===== src/hw/rtl/necir_pkg.sv =====
// ----------------------------------------------------------------------------
// necir_pkg
// Shared types, register indexes and constants of the NEC IR edge decoder.
// ----------------------------------------------------------------------------
`default_nettype none

package necir_pkg;

  localparam int FRAME_BITS = 32;
  localparam int CNT_W      = $clog2(FRAME_BITS) + 1;
  localparam int BIT_IDX_W  = $clog2(FRAME_BITS);

  // Register indexes on the configuration channel
  localparam int CFG_IDX_W = 3;
  localparam logic [CFG_IDX_W-1:0] REG_FRAME_START  = 3'd0;
  localparam logic [CFG_IDX_W-1:0] REG_REPEAT_MIN   = 3'd1;
  localparam logic [CFG_IDX_W-1:0] REG_BIT_ONE_MIN  = 3'd2;
  localparam logic [CFG_IDX_W-1:0] REG_BIT_MIN      = 3'd3;
  localparam logic [CFG_IDX_W-1:0] REG_REPEAT_WIN   = 3'd4;
  localparam logic [CFG_IDX_W-1:0] REG_ADDR_FILTER  = 3'd5;

  // Reset values
  localparam logic [15:0] RST_FRAME_START = 16'd12000;
  localparam logic [15:0] RST_REPEAT_MIN  = 16'd9000;
  localparam logic [15:0] RST_BIT_ONE_MIN = 16'd1600;
  localparam logic [15:0] RST_BIT_MIN     = 16'd500;
  localparam logic [15:0] RST_REPEAT_WIN  = 16'd250;
  localparam logic [7:0]  ADDR_ANY        = 8'hFF;

  // Event kinds on tuser
  localparam logic KIND_FRAME  = 1'b0;
  localparam logic KIND_REPEAT = 1'b1;

  // Microseconds to milliseconds: floor(t / 1000) == (t * MS_RECIP) >> MS_SHIFT
  // for every 32-bit t.
  localparam int          RECIP_W  = 29;
  localparam logic [28:0] MS_RECIP = 29'h10624DD3;
  localparam int          MS_SHIFT = 38;
  localparam int          PROD_W   = 32 + RECIP_W;
  localparam int          MS_W     = PROD_W - MS_SHIFT;

  typedef struct packed {
    logic [15:0] frame_start_us;
    logic [15:0] repeat_min_us;
    logic [15:0] bit_one_min_us;
    logic [15:0] bit_min_us;
    logic [15:0] repeat_window_ms;
    logic [7:0]  address_filter;
  } cfg_t;

  typedef struct packed {
    logic [31:0]     now_us;
    logic [MS_W-1:0] now_ms;
  } edge_t;

endpackage

`default_nettype wire


===== src/hw/rtl/nec_ir_edge_decoder.sv =====
// ----------------------------------------------------------------------------
// nec_ir_edge_decoder
// NEC infrared decoder fed with timestamped falling edges of the receiver.
// ----------------------------------------------------------------------------
//  channel   direction  tdata / payload                      tuser
//  s_axis    in         [31:0] edge_time_us                  -
//  m_axis    out        [7:0] command_code, [39:8] repeat_total  [0] event_kind
//  cfg       in         cfg_index (register), cfg_data [15:0]    -
//
//  An edge is taken every cycle while back-pressure allows; its result, if any, is
//  registered through the input register, reciprocal multiply and decode step.
//  The 32x29 reciprocal multiply for the millisecond time sets the stage depth.
//  A stalled result holds in the output register while the two earlier
//  stages keep filling; back-pressure reaches s_axis_tready once they are full.
//  Reset clears the valid flags and decoder state and loads register defaults.
// ----------------------------------------------------------------------------
`default_nettype none

module nec_ir_edge_decoder
  import necir_pkg::*;
(
  input  logic                 clk,
  input  logic                 rst,
  input  logic                 s_axis_tvalid,
  output logic                 s_axis_tready,
  input  logic [31:0]          s_axis_tdata,   // [31:0] edge_time_us
  output logic                 m_axis_tvalid,
  input  logic                 m_axis_tready,
  output logic [39:0]          m_axis_tdata,   // [7:0] command_code, [39:8] repeat_total
  output logic                 m_axis_tuser,   // [0] event_kind
  input  logic                 cfg_valid,
  output logic                 cfg_ready,
  input  logic [CFG_IDX_W-1:0] cfg_index,
  input  logic [15:0]          cfg_data
);

  cfg_t        cfg;
  logic        edge_valid;
  logic        edge_ready;
  edge_t       edge_word;
  logic [7:0]  cmd;
  logic [31:0] total;

  necir_cfg_regs u_cfg (
    .clk       (clk),
    .rst       (rst),
    .cfg_valid (cfg_valid),
    .cfg_ready (cfg_ready),
    .cfg_index (cfg_index),
    .cfg_data  (cfg_data),
    .cfg       (cfg)
  );

  necir_ms_conv u_ms (
    .clk       (clk),
    .rst       (rst),
    .in_valid  (s_axis_tvalid),
    .in_ready  (s_axis_tready),
    .in_time   (s_axis_tdata),
    .out_valid (edge_valid),
    .out_ready (edge_ready),
    .out_edge  (edge_word)
  );

  necir_frame_fsm u_fsm (
    .clk       (clk),
    .rst       (rst),
    .cfg       (cfg),
    .in_valid  (edge_valid),
    .in_ready  (edge_ready),
    .in_edge   (edge_word),
    .out_valid (m_axis_tvalid),
    .out_ready (m_axis_tready),
    .out_kind  (m_axis_tuser),
    .out_cmd   (cmd),
    .out_total (total)
  );

  assign m_axis_tdata = {total, cmd};

endmodule

`default_nettype wire


===== src/hw/rtl/necir_cfg_regs.sv =====
// ----------------------------------------------------------------------------
// necir_cfg_regs
// Configuration register file, written one word at a time by index.
// ----------------------------------------------------------------------------
`default_nettype none

module necir_cfg_regs
  import necir_pkg::*;
(
  input  logic                 clk,
  input  logic                 rst,
  input  logic                 cfg_valid,
  output logic                 cfg_ready,
  input  logic [CFG_IDX_W-1:0] cfg_index,
  input  logic [15:0]          cfg_data,
  output cfg_t                 cfg
);

  assign cfg_ready = 1'b1;

  always_ff @(posedge clk) begin
    if (rst) begin
      cfg.frame_start_us   <= RST_FRAME_START;
      cfg.repeat_min_us    <= RST_REPEAT_MIN;
      cfg.bit_one_min_us   <= RST_BIT_ONE_MIN;
      cfg.bit_min_us       <= RST_BIT_MIN;
      cfg.repeat_window_ms <= RST_REPEAT_WIN;
      cfg.address_filter   <= ADDR_ANY;
    end else if (cfg_valid) begin
      case (cfg_index)
        REG_FRAME_START: cfg.frame_start_us   <= cfg_data;
        REG_REPEAT_MIN:  cfg.repeat_min_us    <= cfg_data;
        REG_BIT_ONE_MIN: cfg.bit_one_min_us   <= cfg_data;
        REG_BIT_MIN:     cfg.bit_min_us       <= cfg_data;
        REG_REPEAT_WIN:  cfg.repeat_window_ms <= cfg_data;
        REG_ADDR_FILTER: cfg.address_filter   <= cfg_data[7:0];
        default: begin
          // unmapped index: drop the word
        end
      endcase
    end
  end

endmodule

`default_nettype wire


===== src/hw/rtl/necir_ms_conv.sv =====
// ----------------------------------------------------------------------------
// necir_ms_conv
// Input register and reciprocal multiply giving the edge time in milliseconds.
// ----------------------------------------------------------------------------
`default_nettype none

module necir_ms_conv
  import necir_pkg::*;
(
  input  logic        clk,
  input  logic        rst,
  input  logic        in_valid,
  output logic        in_ready,
  input  logic [31:0] in_time,
  output logic        out_valid,
  input  logic        out_ready,
  output edge_t       out_edge
);

  logic              a_valid;
  logic [31:0]       a_time;
  logic              b_ready;
  logic [PROD_W-1:0] prod;

  assign b_ready  = !out_valid || out_ready;
  assign in_ready = !a_valid || b_ready;
  assign prod     = {{RECIP_W{1'b0}}, a_time} * {{32{1'b0}}, MS_RECIP};

  always_ff @(posedge clk) begin
    if (rst) begin
      a_valid   <= 1'b0;
      out_valid <= 1'b0;
    end else begin
      if (in_ready) begin
        a_valid <= in_valid;
      end
      if (b_ready) begin
        out_valid <= a_valid;
      end
    end
  end

  always_ff @(posedge clk) begin
    if (in_ready && in_valid) begin
      a_time <= in_time;
    end
    if (b_ready && a_valid) begin
      out_edge.now_us <= a_time;
      out_edge.now_ms <= prod[PROD_W-1:MS_SHIFT];
    end
  end

endmodule

`default_nettype wire


===== src/hw/rtl/necir_frame_fsm.sv =====
// ----------------------------------------------------------------------------
// necir_frame_fsm
// Gap classification, bit assembly, frame check and result register.
// ----------------------------------------------------------------------------
`default_nettype none

module necir_frame_fsm
  import necir_pkg::*;
(
  input  logic        clk,
  input  logic        rst,
  input  cfg_t        cfg,
  input  logic        in_valid,
  output logic        in_ready,
  input  edge_t       in_edge,
  output logic        out_valid,
  input  logic        out_ready,
  output logic        out_kind,
  output logic [7:0]  out_cmd,
  output logic [31:0] out_total
);

  // decoder state
  logic [31:0]      prev_edge;
  logic [31:0]      shift_bits;
  logic [CNT_W-1:0] bits_rcvd;
  logic             frame_open;
  logic [7:0]       last_cmd;
  logic [31:0]      repeat_cnt;
  logic [MS_W-1:0]  last_ms;

  logic [31:0]      prev_edge_next;
  logic [31:0]      shift_bits_next;
  logic [CNT_W-1:0] bits_rcvd_next;
  logic             frame_open_next;
  logic [7:0]       last_cmd_next;
  logic [31:0]      repeat_cnt_next;
  logic [MS_W-1:0]  last_ms_next;

  logic             emit;
  logic             emit_kind;
  logic [7:0]       emit_cmd;
  logic [31:0]      emit_total;

  logic        go;
  logic [31:0] gap;
  logic        gap_hi;
  logic        ge_frame, ge_repeat, ge_one, ge_bit;
  logic [31:0] ms_diff;
  logic        in_window;
  logic [31:0] shifted;
  logic [CNT_W-1:0] bits_inc;
  logic        addr_ok, cmd_ok;

  assign in_ready = !out_valid || out_ready;
  assign go       = in_valid && in_ready;

  assign gap       = in_edge.now_us - prev_edge;
  assign gap_hi    = |gap[31:16];
  assign ge_frame  = gap_hi || (gap[15:0] >= cfg.frame_start_us);
  assign ge_repeat = gap_hi || (gap[15:0] >= cfg.repeat_min_us);
  assign ge_one    = gap_hi || (gap[15:0] >= cfg.bit_one_min_us);
  assign ge_bit    = gap_hi || (gap[15:0] >= cfg.bit_min_us);

  // millisecond difference wraps at 2^32
  assign ms_diff   = {{(32-MS_W){1'b0}}, in_edge.now_ms} - {{(32-MS_W){1'b0}}, last_ms};
  assign in_window = !(|ms_diff[31:16]) && (ms_diff[15:0] < cfg.repeat_window_ms);

  assign shifted  = shift_bits | ({31'b0, ge_one} << bits_rcvd[BIT_IDX_W-1:0]);
  assign bits_inc = bits_rcvd + 1'b1;
  assign addr_ok  = (cfg.address_filter == ADDR_ANY) || (shifted[7:0] == cfg.address_filter);
  assign cmd_ok   = (shifted[23:16] ^ shifted[31:24]) == 8'hFF;

  always_comb begin
    prev_edge_next  = prev_edge;
    shift_bits_next = shift_bits;
    bits_rcvd_next  = bits_rcvd;
    frame_open_next = frame_open;
    last_cmd_next   = last_cmd;
    repeat_cnt_next = repeat_cnt;
    last_ms_next    = last_ms;
    emit            = 1'b0;
    emit_kind       = KIND_FRAME;
    emit_cmd        = last_cmd;
    emit_total      = repeat_cnt;

    if (go) begin
      prev_edge_next = in_edge.now_us;
      if (ge_frame) begin
        shift_bits_next = '0;
        bits_rcvd_next  = '0;
        frame_open_next = 1'b1;
      end else if (ge_repeat) begin
        frame_open_next = 1'b0;
        if (in_window) begin
          repeat_cnt_next = repeat_cnt + 32'd1;
          last_ms_next    = in_edge.now_ms;
          emit            = 1'b1;
          emit_kind       = KIND_REPEAT;
          emit_cmd        = last_cmd;
          emit_total      = repeat_cnt + 32'd1;
        end
      end else if (frame_open && ge_bit) begin
        shift_bits_next = shifted;
        bits_rcvd_next  = bits_inc;
        // full frame: check address and command, then close
        if (bits_inc[CNT_W-1]) begin
          frame_open_next = 1'b0;
          if (addr_ok && cmd_ok) begin
            last_cmd_next   = shifted[23:16];
            repeat_cnt_next = '0;
            last_ms_next    = in_edge.now_ms;
            emit            = 1'b1;
            emit_kind       = KIND_FRAME;
            emit_cmd        = shifted[23:16];
            emit_total      = '0;
          end
        end
      end else begin
        frame_open_next = 1'b0;
      end
    end
  end

  always_ff @(posedge clk) begin
    if (rst) begin
      prev_edge  <= '0;
      shift_bits <= '0;
      bits_rcvd  <= '0;
      frame_open <= 1'b0;
      last_cmd   <= '0;
      repeat_cnt <= '0;
      last_ms    <= '0;
      out_valid  <= 1'b0;
    end else begin
      prev_edge  <= prev_edge_next;
      shift_bits <= shift_bits_next;
      bits_rcvd  <= bits_rcvd_next;
      frame_open <= frame_open_next;
      last_cmd   <= last_cmd_next;
      repeat_cnt <= repeat_cnt_next;
      last_ms    <= last_ms_next;
      out_valid  <= (out_valid && !out_ready) || emit;
    end
  end

  always_ff @(posedge clk) begin
    if (emit) begin
      out_kind  <= emit_kind;
      out_cmd   <= emit_cmd;
      out_total <= emit_total;
    end
  end

endmodule

`default_nettype wire


===== config.mk =====
export PLATFORM = sky130hd
export DESIGN_NAME = nec_ir_edge_decoder
export DESIGN_NICKNAME = d
export VERILOG_FILES = /design/src/hw/rtl/necir_pkg.sv /design/src/hw/rtl/nec_ir_edge_decoder.sv /design/src/hw/rtl/necir_cfg_regs.sv /design/src/hw/rtl/necir_ms_conv.sv /design/src/hw/rtl/necir_frame_fsm.sv
export SDC_FILE = /design/constraint.sdc
export NUM_CORES = 2
export LEC_CHECK = 0
export BUFFER_PORTS_ARGS = -buffer_cell sky130_fd_sc_hd__buf_2
export CORE_MARGIN = 1.5
export CORE_UTILIZATION = 64
export DETAILED_ROUTE_END_ITERATION = 8
export PLACE_DENSITY = 0.83
export SYNTH_ARGS = -nofsm -noshare
export SYNTH_HDL_FRONTEND = slang
export SYNTH_SLANG_ARGS = --single-unit

===== constraint.sdc =====
create_clock -name clk -period 9.42 [get_ports clk]
set_clock_uncertainty 0.1 [all_clocks]
set_input_delay 0.942 -clock clk [delete_from_list [all_inputs] [get_ports clk]]
set_output_delay 0.942 -clock clk [all_outputs]
set_load 0.05 [all_outputs]

# Yosys cells after proc, flatten, opt, wreduce, memory -nomap -nowiden
# Cells that the tools add are included.
dict set report totals {
  ff_bits 353
  in_bits 56
  word_cells 122
}
dict set report op_classes {
  add_sub_neg 4
  mul 1
  magnitude_cmp 5
  n_eq_ne 11
  shifts 1
  n_mux 35
  n_bitwise 5
  n_reduce_logical 38
}
# op count
set ops {}
lappend ops {{$mux W32} 10}
lappend ops {{$mux W23} 5}
lappend ops {{$ge A16 B16 Y1} 4}
lappend ops {{$mul A32 B29 Y61 const B} 1}
lappend ops {{$mux W8} 6}
lappend ops {{$add A32 B1 Y32 const B} 1}
lappend ops {{$or A32 B32 Y32} 1}
lappend ops {{$reduce_or A16 Y1} 2}
lappend ops {{$shl A1 B5 Y32} 1}
lappend ops {{$sub A32 B32 Y32} 1}
lappend ops {{$sub A23 B23 Y24} 1}
lappend ops {{$mux W6} 3}
lappend ops {{$eq A8 B8 Y1 const B} 2}
lappend ops {{$lt A16 B16 Y1} 1}
lappend ops {{$reduce_and A2 Y1} 7}
lappend ops {{$mux W1} 11}
lappend ops {{$logic_or A1 B1 Y1} 9}
lappend ops {{$eq A8 B8 Y1} 1}
lappend ops {{$reduce_bool A2 Y1} 4}
lappend ops {{$xor A8 B8 Y8} 1}
lappend ops {{$logic_and A1 B1 Y1} 7}
lappend ops {{$add A6 B1 Y6 const B} 1}
lappend ops {{$eq A3 B2 Y1 const B} 2}
lappend ops {{$eq A3 B3 Y1 const B} 2}
lappend ops {{10 further kinds} 16}

# Longest topological paths before layout
dict set report depth {
  word_depth 15
  depth_mapped 28
  ltp_nobuf 28
}

# Hierarchy
# A second synthesis with hierarchy kept.
dict set report hier_totals {
  cells_unflattened 3627
  hier_area_um2 34075.2
}
# module instances cells_each area_each_um2 seq_area_each_um2
set modules_own_cells {}
lappend modules_own_cells {necir_ms_conv 1 1608 17336.6 2652.5}
lappend modules_own_cells {necir_frame_fsm 1 1688 13245.2 3773.6}
lappend modules_own_cells {necir_cfg_regs 1 331 3493.4 1761.7}

# Worst setup path after synthesis
# OpenSTA, ideal clock, no wires.
dict set report synth_timing {
  kind {register to register}
  from {register u_ms.out_edge[24] (netlist name)}
  to {register u_fsm.out_cmd[0] (enable)}
  setup_ps 496
  t_arrival_ps 6762
  required_ps 8824
  setup_slack_ps 2062
  stages_incl_launch_ff 19
  n_path_buf 0
  cell_sequence {edfxtp_1 > ha_1 > nor2b_1 > o31a_1 > o221a_1 > a211oi_2 > o21bai_1 > a21oi_1 > xnor2_1 > ha_1 > or4_1 > a221oi_1 > nor2b_1 > a221o_1 > and3_1 > and2_1 > a211o_1 > nand3_1 > o21ai_0}
}
dict set report synth_via {
  elab_chain_len 14
  elab_cells_between_ends 24
}
# element line
set synth_rtl {}
lappend synth_rtl {{start: declaration} necir_ms_conv.sv:17} ;# output edge_t out_edge
lappend synth_rtl {{$sub A32 B32 Y32 *} necir_frame_fsm.sv:58} ;# assign gap = in_edge.now_us - prev_edge;
lappend synth_rtl {{$ge A16 B16 Y1 or $reduce_or A16 Y1 (tied branches)} {necir_frame_fsm.sv:62, necir_frame_fsm.sv:59}}
lappend synth_rtl {{$logic_or A1 B1 Y1} necir_frame_fsm.sv:62} ;# assign ge_one = gap_hi || (gap[15:0] >= cfg.bit_one_min_us);
lappend synth_rtl {{$shl A1 B5 Y32} necir_frame_fsm.sv:69} ;# assign shifted = shift_bits | ({31'b0, ge_one} << bits_rcvd[BIT_IDX_W-1:0]);
lappend synth_rtl {{$or A32 B32 Y32} necir_frame_fsm.sv:69}
lappend synth_rtl {{$xor A8 B8 Y8 or $eq A8 B8 Y1 (tied branches)} {necir_frame_fsm.sv:72, necir_frame_fsm.sv:71}}
lappend synth_rtl {{$eq A8 B8 Y1 or $logic_or A1 B1 Y1 (tied branches)} {necir_frame_fsm.sv:72, necir_frame_fsm.sv:71}}
lappend synth_rtl {{$logic_and A1 B1 Y1} necir_frame_fsm.sv:109} ;# if (addr_ok && cmd_ok) begin
lappend synth_rtl {{$mux W1} necir_frame_fsm.sv:109}
lappend synth_rtl {{$mux W1} necir_frame_fsm.sv:107} ;# if (bits_inc[CNT_W-1]) begin
lappend synth_rtl {{$mux W1} necir_frame_fsm.sv:103} ;# end else if (frame_open && ge_bit) begin
lappend synth_rtl {{$mux W1} necir_frame_fsm.sv:93} ;# end else if (ge_repeat) begin
lappend synth_rtl {{$mux W1 *} necir_frame_fsm.sv:89} ;# if (ge_frame) begin
lappend synth_rtl {{$mux W1 *} necir_frame_fsm.sv:87} ;# if (go) begin
lappend synth_rtl {{via u_fsm.emit} necir_frame_fsm.sv:40} ;# logic emit;
lappend synth_rtl {{end signal: assignment} necir_frame_fsm.sv:150} ;# out_cmd <= emit_cmd;
lappend synth_rtl {{end: declaration} necir_frame_fsm.sv:19} ;# output logic [7:0] out_cmd,
# Mark *: on every way through the listed nets, which the timed path passes. The rest lies on a longest branch.
# A chain may end at the register's enable or synchronous reset.

# Worst setup path in the final report
dict set report layout_timing {
  from {register u_ms.a_time[5]}
  to {register u_ms.out_edge[20] (netlist name), data pin}
}
dict set report layout_via {
  elab_chain_len 1
}
# element line
set layout_rtl {}
lappend layout_rtl {{start: declaration} necir_ms_conv.sv:21} ;# logic [31:0] a_time;
lappend layout_rtl {{start signal: assignment} necir_ms_conv.sv:45} ;# a_time <= in_time;
lappend layout_rtl {{$mul A32 B29 Y61} necir_ms_conv.sv:27} ;# assign prod = {{RECIP_W{1'b0}}, a_time} * {{32{1'b0}}, MS_RECIP};
lappend layout_rtl {{via u_ms.prod[58]} necir_ms_conv.sv:23} ;# logic [PROD_W-1:0] prod;
# The timed path passes the listed nets, and every way through them passes these cells.

==> results.cfg <==
[clock_network]
cts_buffers = 40
cts.sinks = 345
cts_setup_buffers = 0
cts_root_buf = clkbuf_16
ctsHoldBuffers = 0
cts_tree = yes
cts_buffer_depth = 3
clk_latency_ps = 580
cts-resized-gates = 0
htree_num_levels = 2
cts.clk_slew.worst_paths_ps = 70

[finish]
utilization = 0.702
synthToLayoutAreaGrowth_pct = 8.12
diodes = 0
drive_above_1_share = 0.0645
final_nets = 4305

[setup_path]
slowest_stage = edfxtp_1
cp_data_arrival_time_ps = 8670
cpPeakStageDelay_ps = 700
cp-end-kind = register
critPathBufInv = 6
rr_startpoint = u_ms.a_time[5]
startpoint = u_ms.a_time[5]
startpoint_type = register
crit_type = register to register
reg2reg_depth = 28
worst-path-max-fanout = 11
r2r_setup_slack_ps = 960
critPathTopFamily = adder cells
critPathRequiredTime_ps = 9630
rr_endpoint = u_ms.out_edge[20]

[placement]
io_buffer_count = 98
gp_congestion = 0.924
dp_hpwl_um = 58400

[global_route]
grt_pass1_vias = 24200
grt_start_max_net_pins = 113
grt_usage = 0.308
grt_overflow = 0
grt_pass1_wl_um = 124000
antenna_found_initial = 0

[timing]
rsz0062_at_grt = no
slew_headroom = 0.214
max_freq_mhz = 118
finalSetupViolations = 0
hold_violations = 0
period_minus_slack_ps = 8460
drv_slew = 0
finalCritPeriodShare = 0.898
fin_tns_setup_ps = 0
tightest_slew_ps = 1170

[floorplanning]
die_w_um = 226
rows = 81
initial_utilization = 0.650
ios = 100
core_um2 = 49100
die_h_um = 226
die_area_um2 = 51100

[synthesis]
ys.warnings.count = 0
syn_avg_cell_area_um2 = 9.51
synth_top_flop_cell = dfxtp_1
synth_top_cell_area_share = 0.205
syn_inst = 3351
yosysUniqueCellTypes = 87
async_reset_ff_frac = 0
synth_common_cells = inv_1, ha_1, nand2_1
ys_ff_latch = 345
synth_edf_count = 128
netlist_area_um2 = 31900
synth_fp_nets = 4230
yosysSeqAreaShare = 0.257
synth_top_cell_by_area = ha_1
yosys-top-cells-area = ha_1, fa_1, dfxtp_1
yosysMostFrequentCell = inv_1

[hold_path]
whs_path_depth = 2
worstHoldStart = u_cfg.cfg[57]
holdPathEnd = u_cfg.cfg[57]
hold_class = register to register

[routing]
drtPass1Iterations = 5
drcViolationCount = 0
wl_um = 77000
vias = 24100
via_per_inst = 5.84
ant_nets = 0
wl_per_cell_um = 18.7
drtIter0Drc = 2122

[run_status]
status = complete, no violations

[flow_run]
max_cap_viol_count = 0
worst min-delay path: stages, from the launching register on:
cell     delay, ps
dfxtp_1        310
nand2_1         50
a21oi_1         50
sequential cells by signal, summed over array words and instances, names as in the netlist:
| name | flops |
|---|---|
| u_cfg.cfg | 88 |
| u_fsm.bits_rcvd | 6 |
| u_fsm.frame_open | 1 |
| u_fsm.last_cmd | 8 |
| u_fsm.last_ms | 23 |
| u_fsm.out_cmd | 8 |
| u_fsm.out_kind | 1 |
| u_fsm.out_total | 32 |
| u_fsm.out_valid | 1 |
| u_fsm.prev_edge | 32 |
| u_fsm.repeat_cnt | 32 |
| u_fsm.shift_bits | 24 |
| u_ms.a_time | 32 |
| u_ms.a_valid | 1 |
| u_ms.out_edge | 55 |
| u_ms.out_valid | 1 |
per-layer routing:
| metal | global-route usage | share of wire |
|---|---|---|
| met1 | 0.406 | 0.42 |
| met2 | 0.519 | 0.48 |
| met3 | 0.0477 | 0.067 |
| met4 | 0.105 | 0.035 |
| met5 | 0 | 0 |
stage by stage:
step / hold WS, ps / instance area [um^2] / std cells / worst slack (ps)
after floorplan: 334 / 31900 / 3351 / 2060
after global placement: 342 / 33000 / 4048 / 1290
after detailed placement: 346 / 33000 / 4048 / 1110
after CTS: 354 / 34500 / 4122 / 1100
after global routing: 370 / 34500 / 4122 / 584
final: 352 / 34500 / 4122 / 965
cell type report:
class                      instances  area, um^2
tap                              664         831
timing repair buffer             118         647
fill                            3673       14600
clock inverter                    17         302
clock buffer                      57        1140
sequential                       345        8190
multi-input combinational       2297       21000
inverter                         624        2340
worst max path at each step:
stage                        end  slack, ps  depth (start not counted)
5_1_grt        u_ms.out_edge[22]        580                         26
3_5_place_dp   u_ms.out_edge[21]       1110                         23
2_1_floorplan   u_fsm.out_cmd[0]       2060                         18
6_report       u_ms.out_edge[20]        960                         28
3_3_place_gp   u_ms.out_edge[21]       1290                         24
4_1_cts        u_ms.out_edge[21]       1100                         25
kinds of logic (layout without fill, tap and decap cells):
family / after synthesis / in the layout / share of synthesized area
adders and majority gates: 823 / 823 / 0.394
and+or+nand+nor: 821 / 821 / 0.129
buffers and inverters: 709 / 816 / 0.0851
AOI/OAI and AO/OA: 583 / 583 / 0.114
DFF: 345 / 345 / 0.257
xor gates and xnor gates: 49 / 49 / 0.0135
muxes: 20 / 20 / 0.00738
other: 1 / 1 / 0.000118
placed cells by master, fill, tap and decap left out, drive strengths merged, types with 28 or more instances in the layout:
cell    instances
or3            33
nor2          139
clkbuf         57
a21oi         241
ha            523
fa            300
o21a           30
xnor2          28
nand2         305
nor3           38
edfxtp        128
a21o           32
nand3          51
inv           627
o21ai         113
nor2b          42
nand2b         28
buf           118
nand4          37
nand3b         29
dfxtp         217
Power is not shown: default switching activity piles up to over one toggle a cycle in this logic, so the estimate is an artifact.
